**config.mk**
```make
export PLATFORM = sky130hd
export DESIGN_NAME = imu_cvt_rate_lane
export DESIGN_NICKNAME = d
export VERILOG_FILES = /design/src/rtl/imu_cvt_pkg.sv /design/src/rtl/imu_cvt_rate_lane.sv
export SDC_FILE = /design/constraint.sdc
export NUM_CORES = 2
export LEC_CHECK = 0
export BUFFER_PORTS_ARGS = -buffer_cell sky130_fd_sc_hd__buf_2
export CORE_MARGIN = 1
export CORE_UTILIZATION = 53
export CTS_CLUSTER_DIAMETER = 30
export CTS_CLUSTER_SIZE = 20
export DETAILED_ROUTE_END_ITERATION = 7
export HOLD_SLACK_MARGIN = 0.08
export PLACE_DENSITY = 0.7
export SYNTH_ARGS = -nofsm -noshare
export SYNTH_HDL_FRONTEND = slang
export SYNTH_SLANG_ARGS = --single-unit
```
**constraint.sdc**
```tcl
create_clock -name clk -period 8.45 [get_ports clk]
set_input_delay 0.845 -clock clk [delete_from_list [all_inputs] [get_ports clk]]
set_output_delay 0.845 -clock clk [all_outputs]
set_load 0.1 [all_outputs]
```
**src/rtl/imu_cvt_pkg.sv**
```systemverilog
`default_nettype none

package imu_cvt_pkg;

  // Scaling constants
  localparam longint MICRO_SCALE = 1000000;
  localparam longint RATE_NUM    = 180000;
  localparam longint RATE_DEN    = 3141593;
  localparam longint RATE_MAX    = 65535;

  // Reciprocal of RATE_DEN/RATE_NUM; estimate is exact or one low for |urad| < 2^21
  localparam int     RECIP_SHIFT = 22;
  localparam longint RECIP_K     = (RATE_NUM << RECIP_SHIFT) / RATE_DEN;

  // Smallest |urad| whose converted rate no longer fits in 16 bits
  localparam longint SAT_URAD = ((RATE_MAX + 1) * RATE_DEN + RATE_NUM - 1) / RATE_NUM;

  // Pipeline shape
  localparam int AXES           = 3;
  localparam int LANE_STAGES    = 5;
  localparam int SQRT_ITERS     = 16;
  localparam int SQRT_PER_STAGE = 2;
  localparam int SQRT_STAGES    = SQRT_ITERS / SQRT_PER_STAGE;
  localparam int MERGE_STAGES   = 1 + SQRT_STAGES;
  localparam int NSTG           = LANE_STAGES + MERGE_STAGES;

  typedef logic [LANE_STAGES-1:0]  lane_en_t;
  typedef logic [MERGE_STAGES-1:0] merge_en_t;
  typedef logic [NSTG-1:0]         stage_en_t;

  // Payload and datapath types
  typedef logic signed [8:0]  accel_whole_t;
  typedef logic signed [7:0]  gyro_whole_t;
  typedef logic signed [20:0] micro_t;
  typedef logic signed [28:0] accel_t;
  typedef logic signed [28:0] urad_t;
  typedef logic [27:0]        uabs_t;
  typedef logic [20:0]        absu_t;
  typedef logic [38:0]        prod_t;
  typedef logic [15:0]        rate_t;
  typedef logic [31:0]        sq_t;
  typedef logic [33:0]        sum_t;

endpackage

`default_nettype wire

```
**src/rtl/imu_cvt_rate_lane.sv**
```systemverilog
`default_nettype none

// One gyro axis: urad -> |mdeg/s| saturated, then its square.
module imu_cvt_rate_lane (
  input  logic                       clk,
  input  imu_cvt_pkg::lane_en_t      en,
  input  imu_cvt_pkg::gyro_whole_t   whole,
  input  imu_cvt_pkg::micro_t        micro,
  output imu_cvt_pkg::rate_t         rate,
  output imu_cvt_pkg::sq_t           sq
);

  imu_cvt_pkg::urad_t whole_ext;
  imu_cvt_pkg::urad_t micro_ext;
  imu_cvt_pkg::urad_t urad;
  imu_cvt_pkg::uabs_t uabs;
  imu_cvt_pkg::rate_t qe_est;
  imu_cvt_pkg::prod_t rem;

  imu_cvt_pkg::absu_t s0_absu;
  logic               s0_sat;
  imu_cvt_pkg::prod_t s1_pk;
  imu_cvt_pkg::prod_t s1_pn;
  logic               s1_sat;
  imu_cvt_pkg::rate_t s2_qe;
  imu_cvt_pkg::prod_t s2_qd;
  imu_cvt_pkg::prod_t s2_pn;
  logic               s2_sat;
  imu_cvt_pkg::rate_t s3_rate;
  imu_cvt_pkg::rate_t s4_rate;
  imu_cvt_pkg::sq_t   s4_sq;

  assign whole_ext = imu_cvt_pkg::urad_t'(whole);
  assign micro_ext = imu_cvt_pkg::urad_t'(micro);
  assign urad      = whole_ext * imu_cvt_pkg::urad_t'(imu_cvt_pkg::MICRO_SCALE) + micro_ext;
  // quotient truncates toward zero, so work on the magnitude
  assign uabs      = imu_cvt_pkg::uabs_t'(urad[28] ? -urad : urad);

  assign qe_est = imu_cvt_pkg::rate_t'(s1_pk >> imu_cvt_pkg::RECIP_SHIFT);
  assign rem    = s2_pn - s2_qd;

  always_ff @(posedge clk) begin
    if (en[0]) begin
      s0_absu <= imu_cvt_pkg::absu_t'(uabs);
      s0_sat  <= uabs >= imu_cvt_pkg::uabs_t'(imu_cvt_pkg::SAT_URAD);
    end
    if (en[1]) begin
      s1_pk  <= imu_cvt_pkg::prod_t'(s0_absu) * imu_cvt_pkg::prod_t'(imu_cvt_pkg::RECIP_K);
      s1_pn  <= imu_cvt_pkg::prod_t'(s0_absu) * imu_cvt_pkg::prod_t'(imu_cvt_pkg::RATE_NUM);
      s1_sat <= s0_sat;
    end
    if (en[2]) begin
      s2_qe  <= qe_est;
      s2_qd  <= imu_cvt_pkg::prod_t'(qe_est) * imu_cvt_pkg::prod_t'(imu_cvt_pkg::RATE_DEN);
      s2_pn  <= s1_pn;
      s2_sat <= s1_sat;
    end
    if (en[3]) begin
      // estimate is at most one low; one compare fixes it
      s3_rate <= s2_sat ? imu_cvt_pkg::rate_t'(imu_cvt_pkg::RATE_MAX)
                        : s2_qe + imu_cvt_pkg::rate_t'(
                            rem >= imu_cvt_pkg::prod_t'(imu_cvt_pkg::RATE_DEN));
    end
    if (en[4]) begin
      s4_rate <= s3_rate;
      s4_sq   <= imu_cvt_pkg::sq_t'(s3_rate) * imu_cvt_pkg::sq_t'(s3_rate);
    end
  end

  assign rate = s4_rate;
  assign sq   = s4_sq;

endmodule

`default_nettype wire

```
==> insert_results.sql <==
INSERT INTO impl_metrics (metric_group, metric, value, unit) VALUES
('synth', 'postSynthRegisterBits', '221', ''),
('status', 'status', 'completed', ''),
('sta', 'min_period_over_period', '86.8', '%'),
('clock_tree', 'clock-sinks', '221', ''),
('clock_tree', 'cts_root_buffer', 'clkbuf_16', ''),
('floorplan', 'fp.dieArea', '0.0712', 'mm2'),
('placement', 'post_dp_cell_area', '0.0387', 'mm2'),
('synth', 'yosysSeqAreaShare', '17.9', '%'),
('worst_setup_path', 'worstSetupStartpointType', 'register', ''),
('synth', 'synth-edff-count', '221', ''),
('clock_tree', 'insertion_delay', '590', 'ps'),
('worst_setup_path', 'critPathArrivalTime', '7660', 'ps'),
('global_routing', 'wire_length_of_the_first_global_routing_pass', '136000', 'um'),
('synth', 'net_count_after_synthesis', '4751', ''),
('sta', 'report.final.slew_viol_count', '0', ''),
('floorplan', 'core-area', '0.0689', 'mm2'),
('synth', 'avgSynthCellArea', '10.5', 'um2'),
('synth', 'count_of_mapped_cells_out_of_synthesis', '3537', ''),
('synth', 'yosys_warnings', '0', ''),
('sta', 'setup_viol', '0', ''),
('floorplan', 'dieWidth', '267', 'um'),
('global_routing', 'first_global_vias', '26600', ''),
('clock_tree', 'tritoncts', 'done', ''),
('global_routing', 'global_route.usage.met2', '44.4', '%'),
('worst_setup_path', 'critPathTopFamily', 'adder cells', ''),
('sta', 'crit_path_time_final', '7330', 'ps'),
('floorplan', 'core_rows', '96', ''),
('global_routing', 'grt_antenna_before_repair', '3', ''),
('sta', 'final-hold-violation-count', '0', ''),
('finish', 'final_layout_size_suffix_gt1_share', '6.29', '%'),
('worst_setup_path', 'timing.critical_path.fanout_max', '6', ''),
('detailed_routing', 'drt_iter0_markers', '1381', ''),
('worst_setup_path', 'timing.critical_path.buf_inv', '2', ''),
('detailed_routing', 'drtPass1Iterations', '5', ''),
('sta', 'grt_setup_unrepaired', 'false', ''),
('clock_tree', 'postCtsHoldBufs', '0', ''),
('sta', 'timing_worst_slew_pin_value', '1080', 'ps'),
('synth', 'synth_largest_area_cell', 'fa_1', ''),
('clock_tree', 'number_of_post_cts_setup_repair_buffers', '0', ''),
('sta', 'max_slew_margin', '27.8', '%'),
('global_routing', 'groute.layer.met3.usage', '3.71', '%'),
('worst_setup_path', 'most_prevalent_standard_cell_on_the_critical_path', 'fa_1', ''),
('synth', 'post-synth-top-count-cell', 'inv_1', ''),
('detailed_routing', 'via_count', '24900', ''),
('global_routing', 'grt_usage', '24.6', '%'),
('synth', 'yosysUniqueCellTypes', '87', ''),
('synth', 'synthFlopType', 'edfxtp_1', ''),
('finish', 'synthToLayoutAreaGrowth', '9.05', '%'),
('synth', 'synth.cells.most_frequent', '755 x inv_1, 598 x fa_1, 581 x ha_1', ''),
('floorplan', 'num_io_pins', '83', ''),
('detailed_routing', 'route.antenna.remaining_nets', '0', ''),
('worst_setup_path', 'longest_individual_stage_delay_on_the_worst_path', '780', 'ps'),
('synth', 'syn-cell-area', '0.0372', 'mm2'),
('global_routing', 'grtUsageMet1', '29.7', '%'),
('placement', 'finalWeightedCongestion', '0.924', ''),
('worst_setup_path', 'cp_slowest_cell', 'fa_1', ''),
('finish', 'final_design_area_no_fill', '0.0405', 'mm2'),
('synth', 'asyncSetResetFlopFracSynth', '0', '%'),
('global_routing', 'grt_max_degree', '80', ''),
('detailed_routing', 'final_wirelength', '83100', 'um'),
('synth', 'synth.area.top_cells', 'fa_1 32%, ha_1 20%, edfxtp_1 18%', ''),
('worst_setup_path', 'endpoint_kind', 'register', ''),
('hold_path', 'min_path_type', 'reg -> reg', ''),
('finish', 'final_net_count', '4858', ''),
('global_routing', 'global_route.peak_usage_layer', 'met2', ''),
('worst_setup_path', 'worst_path_cell_chain', 'fa_1 > inv_1 > fa_1 > fa_1 > fa_1 > fa_1 > inv_1 > fa_1 > ha_1 > nand3_1 > nor2_1 > a221o_1 > a31oi_1 > o21ai_0 > a311o_1 > a21oi_1 > o21ai_0 > o41ai_1 > xnor2_1', ''),
('clock_tree', 'cts_buffers', '52', ''),
('placement', 'dp_hpwl', '70600', 'um'),
('global_routing', 'grt.overflow.total', '0', ''),
('sta', 'fin_tns_setup', '0', 'ps'),
('worst_setup_path', 'worst-setup-path-type', 'reg -> reg', '');
-- cell families (layout without fill, tap and decap cells) --
| group | count (synthesis) | count (layout) | synth area share, % |
|---|---|---|---|
| xor gates and xnor gates | 174 | 174 | 4.10 |
| AOI/OAI and AO/OA | 519 | 519 | 9.17 |
| DFF | 221 | 221 | 17.9 |
| buffers and inverters | 799 | 948 | 8.13 |
| and+or+nand+nor | 634 | 634 | 8.65 |
| other | 1 | 2 | 0.0101 |
| adders and majority gates | 1179 | 1179 | 51.8 |
| muxes | 10 | 10 | 0.283 |
-- placed cells by master (no fill, tap or decap), drive strengths merged, types with 14 or more instances in the layout --
| cell | count |
|---|---|
| fa | 598 |
| nand4 | 18 |
| o21ai | 101 |
| a31oi | 19 |
| a21o | 62 |
| o211ai | 20 |
| ha | 581 |
| nand2 | 160 |
| a21oi | 147 |
| o21a | 24 |
| o21bai | 22 |
| or3 | 14 |
| xnor2 | 122 |
| clkbuf | 53 |
| buf | 97 |
| inv | 760 |
| a211oi | 19 |
| nand2b | 26 |
| and3 | 28 |
| and2 | 61 |
| nor3 | 48 |
| nor2b | 18 |
| edfxtp | 221 |
| clkinv | 19 |
| xor2 | 52 |
| nor2 | 152 |
| nand3 | 46 |
-- worst paths after layout --
| path | from | end | slack [ps] | depth (start not counted) |
|---|---|---|---|---|
| hold reg to reg | s1_pn[26]$_DFFE_PP_ | s2_pn[26]$_DFFE_PP_ | 410 | 0 |
| setup reg to reg | s1_pk[32]$_DFFE_PP_ | s2_qd[36]$_DFFE_PP_ | 1120 | 19 |
| hold / removal | s1_pn[26]$_DFFE_PP_ | s2_pn[26]$_DFFE_PP_ | 410 | 0 |
| setup / recovery | s1_pk[32]$_DFFE_PP_ | s2_qd[36]$_DFFE_PP_ | 1120 | 19 |
-- layer usage --
metal  wire length [um]  vias to the layer above  share of wire, %
met3               4380                      148               5.3
met1              33300                    12200                40
met5                 13                        -             0.016
met2              42500                      620                51
li1                   -                    12000                 -
met4               2820                        2               3.4
-- layout make-up --
cell class                      instances  area [um2]
Clock buffer                           53        1310
Tap cell                              931        1160
Clock inverter                         43         549
Multi-Input combinational cell       2517       27500
Timing Repair Buffer                   97         528
Antenna cell                            1        2.50
Sequential cell                       221        6640
Inverter                              755        2830
Fill cell                            5798       28400
-- state kept, by name, indices dropped and copies added, names as in the netlist, 17 cells and up --
name     cells
s0_absu     21
s1_pk       17
s1_pn       33
s2_pn       34
s2_qd       35
sq          30
-- worst register-to-register path, delay by kind of cell (launching register included) --
kind / cells / cell delay, ps
buf+inv: 2 / 230
xor+xnor: 1 / 130
compound gates: 7 / 2070
simple gates: 2 / 180
flops: 1 / 650
fa+ha+maj: 7 / 3810
-- through the flow --
step	worst slack (ps)	utilization [%]	hold slack [ps]	cells
CTS	1120	58.8	415	4617
detailed placement	685	56.1	405	4521
global placement	727	56.1	401	4521
floorplan	1610	-	400	3537
finish	1120	58.8	412	4618
global route	664	58.8	417	4617
Power is left out: the tool's default activity adds up to more than one toggle a clock period on the data nets, which glitch-free logic cannot reach.
