[config.mk]
export PLATFORM = sky130hd
export DESIGN_NAME = imu_cvt_merge
export DESIGN_NICKNAME = d
export VERILOG_FILES = /design/src/rtl/imu_cvt_pkg.sv /design/src/rtl/imu_cvt_merge.sv
export SDC_FILE = /design/constraint.sdc
export NUM_CORES = 1
export LEC_CHECK = 0
export BUFFER_PORTS_ARGS = -buffer_cell sky130_fd_sc_hd__buf_2
export CAP_MARGIN = 20
export CORE_ASPECT_RATIO = 1.75
export CORE_MARGIN = 5
export CORE_UTILIZATION = 65
export CTS_BUF_LIST = sky130_fd_sc_hd__clkbuf_8
export DETAILED_ROUTE_END_ITERATION = 8
export PLACE_DENSITY = 0.9
export SLEW_MARGIN = 25
export SYNTH_ARGS = -nofsm -noshare
export SYNTH_HDL_FRONTEND = slang
export SYNTH_SLANG_ARGS = --single-unit
[constraint.sdc]
create_clock -name clk -period 10.8 [get_ports clk]
set_input_delay 0.54 -clock clk [delete_from_list [all_inputs] [get_ports clk]]
set_output_delay 0.54 -clock clk [all_outputs]
set_load 0.02 [all_outputs]
[src/rtl/imu_cvt_pkg.sv]
`default_nettype none

package imu_cvt_pkg;

  // Scaling constants
  localparam longint MICRO_SCALE = 1000000;
  localparam longint RATE_NUM    = 180000;
  localparam longint RATE_DEN    = 3141593;
  localparam longint RATE_MAX    = 65535;

  // Reciprocal of RATE_DEN/RATE_NUM; estimate is exact or one low for |urad| < 2^21
  localparam int     RECIP_SHIFT = 22;
  localparam longint RECIP_K     = (RATE_NUM << RECIP_SHIFT) / RATE_DEN;

  // Smallest |urad| whose converted rate no longer fits in 16 bits
  localparam longint SAT_URAD = ((RATE_MAX + 1) * RATE_DEN + RATE_NUM - 1) / RATE_NUM;

  // Pipeline shape
  localparam int AXES           = 3;
  localparam int LANE_STAGES    = 5;
  localparam int SQRT_ITERS     = 16;
  localparam int SQRT_PER_STAGE = 2;
  localparam int SQRT_STAGES    = SQRT_ITERS / SQRT_PER_STAGE;
  localparam int MERGE_STAGES   = 1 + SQRT_STAGES;
  localparam int NSTG           = LANE_STAGES + MERGE_STAGES;

  typedef logic [LANE_STAGES-1:0]  lane_en_t;
  typedef logic [MERGE_STAGES-1:0] merge_en_t;
  typedef logic [NSTG-1:0]         stage_en_t;

  // Payload and datapath types
  typedef logic signed [8:0]  accel_whole_t;
  typedef logic signed [7:0]  gyro_whole_t;
  typedef logic signed [20:0] micro_t;
  typedef logic signed [28:0] accel_t;
  typedef logic signed [28:0] urad_t;
  typedef logic [27:0]        uabs_t;
  typedef logic [20:0]        absu_t;
  typedef logic [38:0]        prod_t;
  typedef logic [15:0]        rate_t;
  typedef logic [31:0]        sq_t;
  typedef logic [33:0]        sum_t;

endpackage

`default_nettype wire

[src/rtl/imu_cvt_merge.sv]
`default_nettype none

// Sum of squares from the lanes, then a pipelined floor square root.
module imu_cvt_merge (
  input  logic                    clk,
  input  imu_cvt_pkg::merge_en_t  en,
  input  imu_cvt_pkg::sq_t        sq_x,
  input  imu_cvt_pkg::sq_t        sq_y,
  input  imu_cvt_pkg::sq_t        sq_z,
  output imu_cvt_pkg::rate_t      magnitude
);

  typedef struct packed {
    imu_cvt_pkg::sq_t rem;
    imu_cvt_pkg::sq_t root;
    logic             sat;
  } sqrt_t;

  function automatic sqrt_t sqrt_stage(input sqrt_t s_in, input int stage);
    sqrt_t       s;
    logic [32:0] trial;
    logic [4:0]  sh;
    s = s_in;
    for (int j = 0; j < imu_cvt_pkg::SQRT_PER_STAGE; j++) begin
      sh = 5'(2 * (imu_cvt_pkg::SQRT_ITERS - 1)
              - 2 * (imu_cvt_pkg::SQRT_PER_STAGE * stage + j));
      trial = {1'b0, s.root} + (33'd1 << sh);
      if ({1'b0, s.rem} >= trial) begin
        s.rem  = s.rem - trial[31:0];
        s.root = (s.root >> 1) + (32'd1 << sh);
      end else begin
        s.root = s.root >> 1;
      end
    end
    return s;
  endfunction

  imu_cvt_pkg::sum_t sum_q;
  sqrt_t             init;
  sqrt_t             stg   [imu_cvt_pkg::SQRT_STAGES];
  sqrt_t             stg_d [imu_cvt_pkg::SQRT_STAGES];

  always_ff @(posedge clk) begin
    if (en[0]) begin
      sum_q <= imu_cvt_pkg::sum_t'(sq_x) + imu_cvt_pkg::sum_t'(sq_y)
             + imu_cvt_pkg::sum_t'(sq_z);
    end
  end

  // any sum at or above 2^32 has a root above 65535
  assign init = '{rem: sum_q[31:0], root: '0, sat: |sum_q[33:32]};

  for (genvar g = 0; g < imu_cvt_pkg::SQRT_STAGES; g++) begin : g_stage
    if (g == 0) begin : g_first
      assign stg_d[g] = sqrt_stage(init, g);
    end else begin : g_rest
      assign stg_d[g] = sqrt_stage(stg[g-1], g);
    end
    always_ff @(posedge clk) begin
      if (en[g+1]) begin
        stg[g] <= stg_d[g];
      end
    end
  end

  assign magnitude = stg[imu_cvt_pkg::SQRT_STAGES-1].sat
                   ? imu_cvt_pkg::rate_t'(imu_cvt_pkg::RATE_MAX)
                   : imu_cvt_pkg::rate_t'(stg[imu_cvt_pkg::SQRT_STAGES-1].root);

endmodule

`default_nettype wire

==> metrics.csv, run 1 <==
stage,metric,value,unit
sta,final clock skew,0.0191,ns
clock_network,Longest Clk Path Bufs,3,
placed_design,GP Congestion,1.01,
global_routing,pin count of the biggest net entering global routing,48,
clock_network,worst skew pair latency,0.62,ns
logic_synthesis,Synth Flop Type,edfxtp_1,
final_layout,filler cell count,2476,
sta,Final Cycle Share,0.650,
worst_setup_path,R2R Setup Slk,3.78,ns
power_and_ir_drop,pwr dens,258,nW/um2
drt,DRT iter0 DRCs,1128,
sta,fin crit period,7.02,ns
clock_network,Sink Count,338,
flow_run,Max-cap violations,0,
drt,WL per Instance,21.0,um
die,chip width,153,um
die,Die Ht,260,um
drt,routed via count,18000,
logic_synthesis,"FFs w/ async S/R, synth",0,
logic_synthesis,Ys Warns,0,
clock_network,TritonCTS clock tree,yes,
min_path,Worst Hold Depth,1,
final_layout,fraction of layout cells with a size suffix above 1,0.115,
clock_network,setup bufs post-CTS,0,
final_layout,ant diodes,0,
clock_network,# resized after CTS,0,
logic_synthesis,Mapped Cells,2225,
logic_synthesis,#FFs+latches synth,338,
sta,Worst-Margin Slew,1.10,ns
clock_network,Worst-path clk slew,0.07,ns
sta,RSZ-0062 raised after global routing,false,
sta,final setup vio count,0,
drt,remaining antenna violation count,0,
worst_setup_path,critical path peak fanout,22,
placed_design,Port Buffer Count,121,
drt,DRC viols,0,
global_routing,total gr overflow,0,
final_layout,Nets,2685,
die,IO Count,122,
drt,vias per cell,6.29,
clock_network,root buffer cell,clkbuf_8,
global_routing,vias in the first global route,19600,
drt,Pre-antenna DRT Iters,5,
clock_network,CTS Buf Count,47,
worst_setup_path,"Arr. time, crit path",7.39,ns
sta,PnR worst setup slack,3.78,ns
worst_setup_path,crit path launch type,register,
worst_setup_path,Setup crit end kind,register,
final_layout,area delta synth->final,8.57,%
status,status,completed,
worst_setup_path,Setup CP Type,register to register,
power_and_ir_drop,Leakage,0.0102,uW
global_routing,GR Util All Layers,0.298,
clock_network,CTS H-Tree Depth,2,
die,Total Die Area,39800,um2
placed_design,pre-CTS setup slack,3.66,ns
logic_synthesis,register area share after synthesis,0.436,
worst_setup_path,"Req. time, crit path",11.18,ns
sta,normalized max-slew margin,0.263,
global_routing,initial antenna violation count,0,
logic_synthesis,Mean Syn Cell Area,10.5,um2
drt,Detailed Route WL,60100,um
logic_synthesis,syn_nets,2551,
global_routing,first-pass GRT wire length,93900,um
logic_synthesis,number of synthesized flops with an enable pin,338,
sta,fmax,142,MHz
die,row count,91,
sta,Max Transition Viols Final,0,
die,initial core utilization,0.659,
clock_network,cts hold-fix bufs,0,
logic_synthesis,post-synth cell types,100,
logic_synthesis,Synth Cell Area,23300,um2
min_path,hold crit path type,primary input to register,
worst_setup_path,R2R cell count,18,
sta,Fin Setup TNS,0,ns
placed_design,dpl hpwl,48300,um
sta,Final Hold Viols,0,
die,core area,35300,um2
power_and_ir_drop,Peak VDD IR,0.226,mV
## final timing paths
path                                  start           to
worst min-delay path                  en[8]  stg[1][200]
worst max-delay path            stg[0][251]   stg[1][50]
worst max register to register  stg[0][251]   stg[1][50]
worst min register to register   stg[0][65]  stg[0][130]
## cell families after synthesis
| kind of cell | share of synthesized area |
|---|---|
| compound gates | 0.157 |
| xor+xnor | 0.0765 |
| fa+ha+maj | 0.129 |
| buf+inv | 0.0331 |
| flops | 0.436 |
| mux | 0.0139 |
| simple gates | 0.154 |
## where the power goes
| group | internal, uW | total, uW | switching [uW] |
|---|---|---|---|
| clock network | 513 | 1020 | 511 |
| registers | 1930 | 2180 | 240 |
| logic | 1370 | 3320 | 1950 |
| total | 3810 | 6520 | 2700 |
## final cells by class
type,count,area (um2),share of cell area
sequential,338,10100,0.402
clock inverter,40,304,0.0120
clock buffer,47,647,0.0256
timing repair buffer,128,658,0.0261
multi-input combinational,1695,12300,0.489
tap,465,582,0.0230
inverter,149,559,0.0222
## registers in the layout (all words and copies together) (netlist names)
| register | count |
|---|---|
| stg | 304 |
| sum_q | 34 |
## cells in the final DEF, fill, tap and decap left out, types with 41 or more instances in the layout
cell type	instances
a21o_1	66
a21oi_1	150
buf_2	121
clkbuf_8	47
edfxtp_1	338
ha_1	187
inv_1	154
nand2_1	167
nand3_1	41
nor2_1	164
nor3_1	49
nor4_1	55
o21ai_0	109
xnor2_1	143
xor2_1	60
## cells in the mapped netlist (21+ instances only)
cell type | n | area (um2)
nor4_1 | 55 | 344
or2_2 | 25 | 156
nand2b_1 | 27 | 169
o21ai_0 | 110 | 551
a21o_1 | 66 | 495
xnor2_1 | 143 | 1250
a31oi_1 | 22 | 138
ha_1 | 187 | 2340
nor2_1 | 164 | 616
fa_1 | 33 | 661
nand2_1 | 167 | 627
o31ai_1 | 21 | 158
nand4_1 | 36 | 225
inv_1 | 144 | 541
nor2b_1 | 26 | 163
nand3_1 | 41 | 205
xor2_1 | 60 | 526
o21a_1 | 37 | 278
or3_1 | 25 | 156
nor3_1 | 49 | 245
a21oi_1 | 150 | 751
clkbuf_1 | 24 | 90.1
edfxtp_1 | 338 | 10100
## routing by layer
layer / global-route usage / part of all wire / up-vias / routed length (um)
met3: 0.0355 / 0.038 / 339 / 2260
met5: 0 / 0 / - / 0
met1: 0.217 / 0.28 / 8417 / 16600
met2: 0.608 / 0.56 / 699 / 33900
li1: - / - / 8550 / -
met4: 0.308 / 0.12 / 0 / 7310
## critical path, cell delays in order (launching register included)
cell	delay, ns
edfxtp_1	0.41
ha_1	0.45
nand3_1	0.15
or3_1	0.38
o211ai_1	0.15
nand2b_1	0.62
inv_2	0.32
and2_1	0.26
a31o_2	0.23
ha_1	0.33
a21o_1	0.18
a21o_1	0.20
a21o_1	0.16
a221oi_1	0.43
o21ai_0	0.27
a2111oi_1	0.56
nand4_1	0.57
nor2_4	0.69
mux2_2	0.41
## per-stage QoR
step / cell area [um2] / power, uW / std cells / hold slack (ns) / util
2_1_floorplan: 23300 / 4590 / 2225 / 0.400 / -
3_3_place_gp: 24300 / 5280 / 2775 / 0.404 / 0.688
3_5_place_dp: 24300 / 5410 / 2775 / 0.405 / 0.688
4_1_cts: 25200 / 6450 / 2862 / 0.366 / 0.715
5_1_grt: 25200 / 6910 / 2862 / 0.399 / 0.715
6_report: 25200 / 6520 / 2862 / 0.409 / 0.715
Power figures use the tool's default switching activity.
==> inputs of run 2 (changes only) <==
- ABC_AREA: unset -> 1
- clock period: 10.8 -> 7.2 ns (I/O delays scaled with it)
==> metrics.csv, run 2 <==
stage,metric,value,unit,change
placed_design,dpl hpwl,62800,um,+30%
sta,fmax,178,MHz,+25%
final_layout,Nets,3866,,+44%
logic_synthesis,top cells by instance count after synthesis,"936 x nand2_1, 448 x inv_1, 338 x edfxtp_1, 322 x nor2_1, 199 x nand3_1",,
worst_setup_path,Setup CP Type,register to register,,
status,status,completed,,
logic_synthesis,Synth Flop Type,edfxtp_1,,
die,core area,40800,um2,+16%
final_layout,"commonest non-fill, non-tap cell in the layout",nand2_1,,
final_layout,register area,10100,um2,unchanged
drt,DRT iter0 DRCs,1946,,+73%
die,initial core utilization,0.655,,-0.00401
worst_setup_path,"most used cell, CP",nand2_1,,
clock_network,worst skew pair latency,0.65,ns,+0.03 ns
worst_setup_path,"Arr. time, crit path",5.95,ns,-1.44 ns
global_routing,pin count of the biggest net entering global routing,48,,unchanged
drt,DRC viols,0,,unchanged
placed_design,GP Congestion,1.06,,+5.0%
logic_synthesis,Synth Cell Area,26700,um2,+15%
logic_synthesis,syn_nets,3724,,+46%
worst_setup_path,critical path peak fanout,20,,-9.1%
final_layout,max reg flops,304,,unchanged
flow_run,Max-cap violations,0,,unchanged
final_layout,area delta synth->final,7.66,%,
final_layout,most frequent cells in the layout,"936 x nand2_1, 454 x inv_1, 338 x edfxtp_1, 322 x nor2_1, 199 x nand3_1",,
logic_synthesis,most common cell in the netlist,nand2_1,,
global_routing,initial antenna violation count,1,,+1
sta,Final Cycle Share,0.780,,+0.131
clock_network,Sink Count,338,,unchanged
clock_network,# resized after CTS,0,,unchanged
placed_design,placed cell count,4038,,+46%
global_routing,GR Util All Layers,0.337,,+0.0388
logic_synthesis,largest area contributor in the netlist,edfxtp_1,,
power_and_ir_drop,pwr dens,388,nW/um2,+50%
power_and_ir_drop,Peak VDD IR,0.442,mV,+96%
drt,vias per cell,5.84,,-7.1%
final_layout,fraction of layout cells with a size suffix above 1,0.107,,-0.00809
die,chip width,163,um,+6.8%
worst_setup_path,max incr delay on CP,0.54,ns,-0.15 ns
die,Total Die Area,45500,um2,+14%
logic_synthesis,Yosys top cell area share,0.380,,-0.0569
global_routing,total gr overflow,0,,unchanged
worst_setup_path,"Cell Chain, Critical Path","inv_1, ha_1, a21oi_1, nand2_1, nand2_1, nand2_1, nor2_2, nand3_2, inv_2, nand2_1, o21ai_0, ha_1, a21oi_1, inv_1, a21oi_1, o31a_1, nand3_1, nand3_1, nand2_1, nor2_1, o21ai_2, nand2_1, o21ai_1",,
final_layout,Non-Filler Instances,4124,,+44%
final_layout,design area,28800,um2,+14%
logic_synthesis,top post-synthesis cells by area,"edfxtp_1 38%, nand2_1 13%, ha_1 8.8%",,
placed_design,Port Buffer Count,121,,unchanged
clock_network,Longest Clk Path Bufs,3,,unchanged
placed_design,area after detailed placement,27800,um2,+14%
clock_network,TritonCTS clock tree,yes,,
sta,fin crit period,5.62,ns,-1.40 ns
sta,Final Hold Viols,0,,unchanged
logic_synthesis,Mapped Cells,3398,,+53%
worst_setup_path,slowest stage cell on the critical path,nand3_2,,
power_and_ir_drop,total power,11200,uW,+71%
worst_setup_path,"Req. time, crit path",7.53,ns,-3.65 ns
logic_synthesis,"FFs w/ async S/R, synth",0,,unchanged
worst_setup_path,Setup crit end kind,register,,
clock_network,root buffer cell,clkbuf_8,,
clock_network,CTS H-Tree Depth,2,,unchanged
sta,RSZ-0062 raised after global routing,false,,
logic_synthesis,Ys Warns,0,,unchanged
logic_synthesis,number of synthesized flops with an enable pin,338,,unchanged
logic_synthesis,#FFs+latches synth,338,,unchanged
drt,WL per Instance,18.8,um,-10%
logic_synthesis,register area share after synthesis,0.380,,-0.0569
die,IO Count,122,,unchanged
global_routing,vias in the first global route,24500,,+25%
sta,final setup vio count,0,,unchanged
logic_synthesis,Mean Syn Cell Area,7.87,um2,-25%
clock_network,CTS Buf Count,50,,+6.4%
sta,final clock skew,0.0445,ns,+0.0254 ns
clock_network,setup bufs post-CTS,0,,unchanged
final_layout,multi-input logic area,14500,um2,+18%
final_layout,filler cell count,3235,,+31%
global_routing,first-pass GRT wire length,121000,um,+29%
logic_synthesis,post-synth cell types,64,,-36%
power_and_ir_drop,Leakage,0.0132,uW,+30%
drt,routed via count,24100,,+34%
drt,Pre-antenna DRT Iters,6,,+1
die,row count,98,,+7.7%
die,Die Ht,278,um,+7.0%
sta,Worst-Margin Slew,0.985,ns,-0.110 ns
drt,remaining antenna violation count,0,,unchanged
worst_setup_path,crit path launch type,register,,
sta,normalized max-slew margin,0.343,,+0.0802
drt,Detailed Route WL,77600,um,+29%
final_layout,biggest regs,"stg: 304 flops, sum_q: 34 flops",,
clock_network,Worst-path clk slew,0.08,ns,about the same
clock_network,cts hold-fix bufs,0,,unchanged
final_layout,most flop-heavy register,stg,,
sta,Fin Setup TNS,0,ns,unchanged
sta,Max Transition Viols Final,0,,unchanged
min_path,hold crit path type,primary input to register,,
-- run 2: kinds of logic after synthesis --
kind of cell / synth area share
AND/OR/NAND/NOR: 0.292
adder cells (fa/ha/maj): 0.112
flip-flops: 0.380
AO/OA/AOI/OAI: 0.0910
XOR/XNOR: 0.0475
buffers and inverters: 0.0776
-- run 2: cell type report --
type | instances | share of cell area
Antenna cell | 1 | 0.0000869
Clock buffer | 50 | 0.0239
Clock inverter | 35 | 0.0102
Inverter | 484 | 0.0635
Multi-Input combinational cell | 2544 | 0.504
Sequential cell | 338 | 0.353
Tap cell | 550 | 0.0239
Timing Repair Buffer | 122 | 0.0215
-- run 2: report_power, final --
part / switching, uW / internal [uW]
logic: 4130 / 2120
clock network: 794 / 804
registers: 415 / 2900
-- run 2: final timing paths --
kind	from	cells after the start	slack, ns	end
min	en[8]	1	0.18	stg[1][207]
max	stg[1][21]	23	1.58	stg[1][117]
max reg2reg	stg[1][21]	23	1.58	stg[1][117]
min reg2reg	stg[1][0]	0	0.41	stg[1][65]
-- run 2: layer usage --
layer,vias up,share of wire,wire [um],global-route usage
li1,11500,-,-,-
met3,463,0.048,3700,0.0446
met1,11000,0.31,24100,0.306
met5,-,0,0,0
met4,0,0.11,8250,0.291
met2,1048,0.53,41500,0.638
-- run 2: per-stage QoR --
stage / setup WS, ns / hold slack, ns / utilization
6_report: 1.58 / 0.180 / 0.705
2_1_floorplan: 3.36 / 0.400 / -
4_1_cts: 1.48 / 0.153 / 0.705
3_3_place_gp: 1.46 / 0.401 / 0.681
5_1_grt: 1.23 / 0.173 / 0.705
3_5_place_dp: 1.47 / 0.416 / 0.681
-- run 2: worst max-delay path, delay by kind of cell, from the launching register on --
family	cells	cell delay, ns
and+or+nand+nor	11	1.93
AOI/OAI and AO/OA	7	1.56
buffers and inverters	3	0.65
adders and majority gates	2	0.73
DFF	1	0.47
==> inputs of run 3 (changes only) <==
- CORE_UTILIZATION: 65 -> 59
- PLACE_DENSITY: 0.9 -> 0.86
- clock period: 7.2 -> 4.8 ns (I/O delays scaled with it)
==> metrics.csv, run 3 (synthesized netlist as in run 2, its figures left out) <==
stage,metric,value,unit,change
worst_setup_path,"Arr. time, crit path",4.95,ns,-1.00 ns
clock_network,cts hold-fix bufs,0,,unchanged
worst_setup_path,max incr delay on CP,0.40,ns,-0.14 ns
die,initial core utilization,0.594,,-0.0604
power_and_ir_drop,Peak VDD IR,0.674,mV,+53%
drt,Pre-antenna DRT Iters,6,,unchanged
die,row count,103,,+5.1%
global_routing,pin count of the biggest net entering global routing,48,,unchanged
final_layout,"commonest non-fill, non-tap cell in the layout",nand2_1,,
worst_setup_path,R2R Setup Slk,0.26,ns,-1.33 ns
placed_design,placed cell count,4109,,+1.8%
worst_setup_path,critical path peak fanout,7,,-65%
drt,routed via count,24200,,+0.46%
drt,DRT iter0 DRCs,1718,,-12%
worst_setup_path,Setup CP Type,register to register,,
sta,Final Cycle Share,0.947,,+0.166
global_routing,total gr overflow,0,,unchanged
clock_network,CTS Buf Count,51,,+2.0%
global_routing,vias in the first global route,25000,,+2.0%
power_and_ir_drop,Leakage,0.0135,uW,+2.2%
sta,final hold slack,0.0545,ns,-0.125 ns
placed_design,dpl hpwl,68200,um,+8.7%
global_routing,GR Util All Layers,0.333,,-0.00437
sta,Final Hold Viols,0,,unchanged
clock_network,Longest Clk Path Bufs,3,,unchanged
min_path,hold crit path type,primary input to register,,
global_routing,initial antenna violation count,1,,unchanged
clock_network,CTS H-Tree Depth,2,,unchanged
final_layout,Nets,3913,,+1.2%
global_routing,first-pass GRT wire length,129000,um,+6.0%
final_layout,area delta synth->final,9.66,%,
final_layout,biggest regs,"stg: 304 flops, sum_q: 34 flops",,
sta,final clock skew,0.0289,ns,-0.0156 ns
min_path,hold_sp,en[8],,
die,core area,45000,um2,+10%
min_path,Hold Path End,stg[1][208],,
sta,Worst-Margin Slew,1.08,ns,+0.0929 ns
sta,final setup vio count,0,,unchanged
clock_network,Sink Count,338,,unchanged
sta,PnR worst setup slack,0.257,ns,-1.33 ns
drt,WL per Instance,19.9,um,+5.6%
drt,remaining antenna violation count,0,,unchanged
die,Die Ht,292,um,+4.8%
sta,fmax,220,MHz,+24%
final_layout,fraction of layout cells with a size suffix above 1,0.120,,+0.0135
placed_design,GP Congestion,1.01,,-4.5%
drt,vias per cell,5.75,,-1.5%
worst_setup_path,Worst R2R End,stg[1][172],,
sta,Fin Setup TNS,0,ns,unchanged
sta,fin crit period,4.54,ns,-1.07 ns
sta,normalized max-slew margin,0.281,,-0.0620
min_path,Worst Hold Depth,1,,unchanged
worst_setup_path,reg2reg start,stg[1][79],,
final_layout,most frequent cells in the layout,"936 x nand2_1, 457 x inv_1, 338 x edfxtp_1, 322 x nor2_1, 199 x nand3_1",,
final_layout,most flop-heavy register,stg,,
final_layout,max reg flops,304,,unchanged
sta,Max Transition Viols Final,0,,unchanged
sta,RSZ-0062 raised after global routing,false,,
drt,Detailed Route WL,83500,um,+7.7%
clock_network,worst skew pair latency,0.66,ns,about the same
placed_design,Port Buffer Count,121,,unchanged
power_and_ir_drop,pwr dens,591,nW/um2,+52%
placed_design,pre-CTS setup slack,0.134,ns,-1.34 ns
die,IO Count,122,,unchanged
die,chip width,171,um,+4.7%
flow_run,Max-cap violations,0,,unchanged
worst_setup_path,slowest stage cell on the critical path,edfxtp_1,,
drt,DRC viols,0,,unchanged
status,status,completed,,
worst_setup_path,R2R cell count,25,,+8.7%
worst_setup_path,Setup crit end kind,register,,
worst_setup_path,"Req. time, crit path",5.21,ns,-2.32 ns
final_layout,Layout Utilization,0.652,,-0.0531
die,Total Die Area,49800,um2,+9.7%
clock_network,root buffer cell,clkbuf_8,,
worst_setup_path,"most used cell, CP",nand2_1,,
final_layout,Non-Filler Instances,4207,,+2.0%
clock_network,Worst-path clk slew,0.08,ns,about the same
clock_network,TritonCTS clock tree,yes,,
worst_setup_path,crit path launch type,register,,
-- run 3: area by class of cell --
type | instances | area, um2
clock inverter | 44 | 410
multi-input combinational | 2544 | 14500
tap | 577 | 722
antenna | 1 | 2.50
clock buffer | 51 | 702
inverter | 484 | 1830
timing repair buffer | 168 | 988
fill | 3830 | 15700
sequential | 338 | 10100
-- run 3: metal layers --
metal	global-route usage	vias up	share of wire
met5	0	-	0
met4	0.293	0	0.11
met3	0.0428	448	0.041
met2	0.640	942	0.54
met1	0.289	11200	0.30
li1	-	11700	-
-- run 3: repair_timing --
item                                    CTS  global route
gates resized for setup                   0             2
endpoints found under the setup margin    0            41
setup buffers                             0             2
hold endpoints to repair                  0             0
-- run 3: worst max-delay path, delay by kind of cell (launching register included) --
kind	cells	cell delay [ns]
AND/OR/NAND/NOR	17	2.34
adder cells (fa/ha/maj)	2	0.78
buffers and inverters	4	0.59
flip-flops	1	0.40
AO/OA/AOI/OAI	2	0.20
-- run 3: report_power, final --
part           leakage [uW]  internal [uW]  switching (uW)
Combinational       0.00968           3300            6420
Sequential          0.00323           4350             597
Clock              0.000589           1350            1300
Total                0.0135           9000            8310
-- run 3: how the worst max path moves through the flow --
stage,from,end,slack (ns),cells after the start
floorplan,stg[1][21],stg[1][123],0.96,26
CTS,stg[1][79],stg[1][172],0.13,24
global placement,stg[1][79],stg[1][172],0.11,24
finish,stg[1][79],stg[1][172],0.26,25
detailed placement,stg[1][79],stg[1][172],0.13,24
global route,stg[1][79],stg[1][172],0.001,24
-- run 3: per-stage QoR --
| step | cell area (um2) | total power, uW |
|---|---|---|
| after floorplan | 26700 | 11700 |
| after global placement | 28200 | 14300 |
| after detailed placement | 28200 | 14500 |
| after CTS | 29300 | 17100 |
| after global routing | 29300 | 18600 |
| final | 29300 | 17300 |
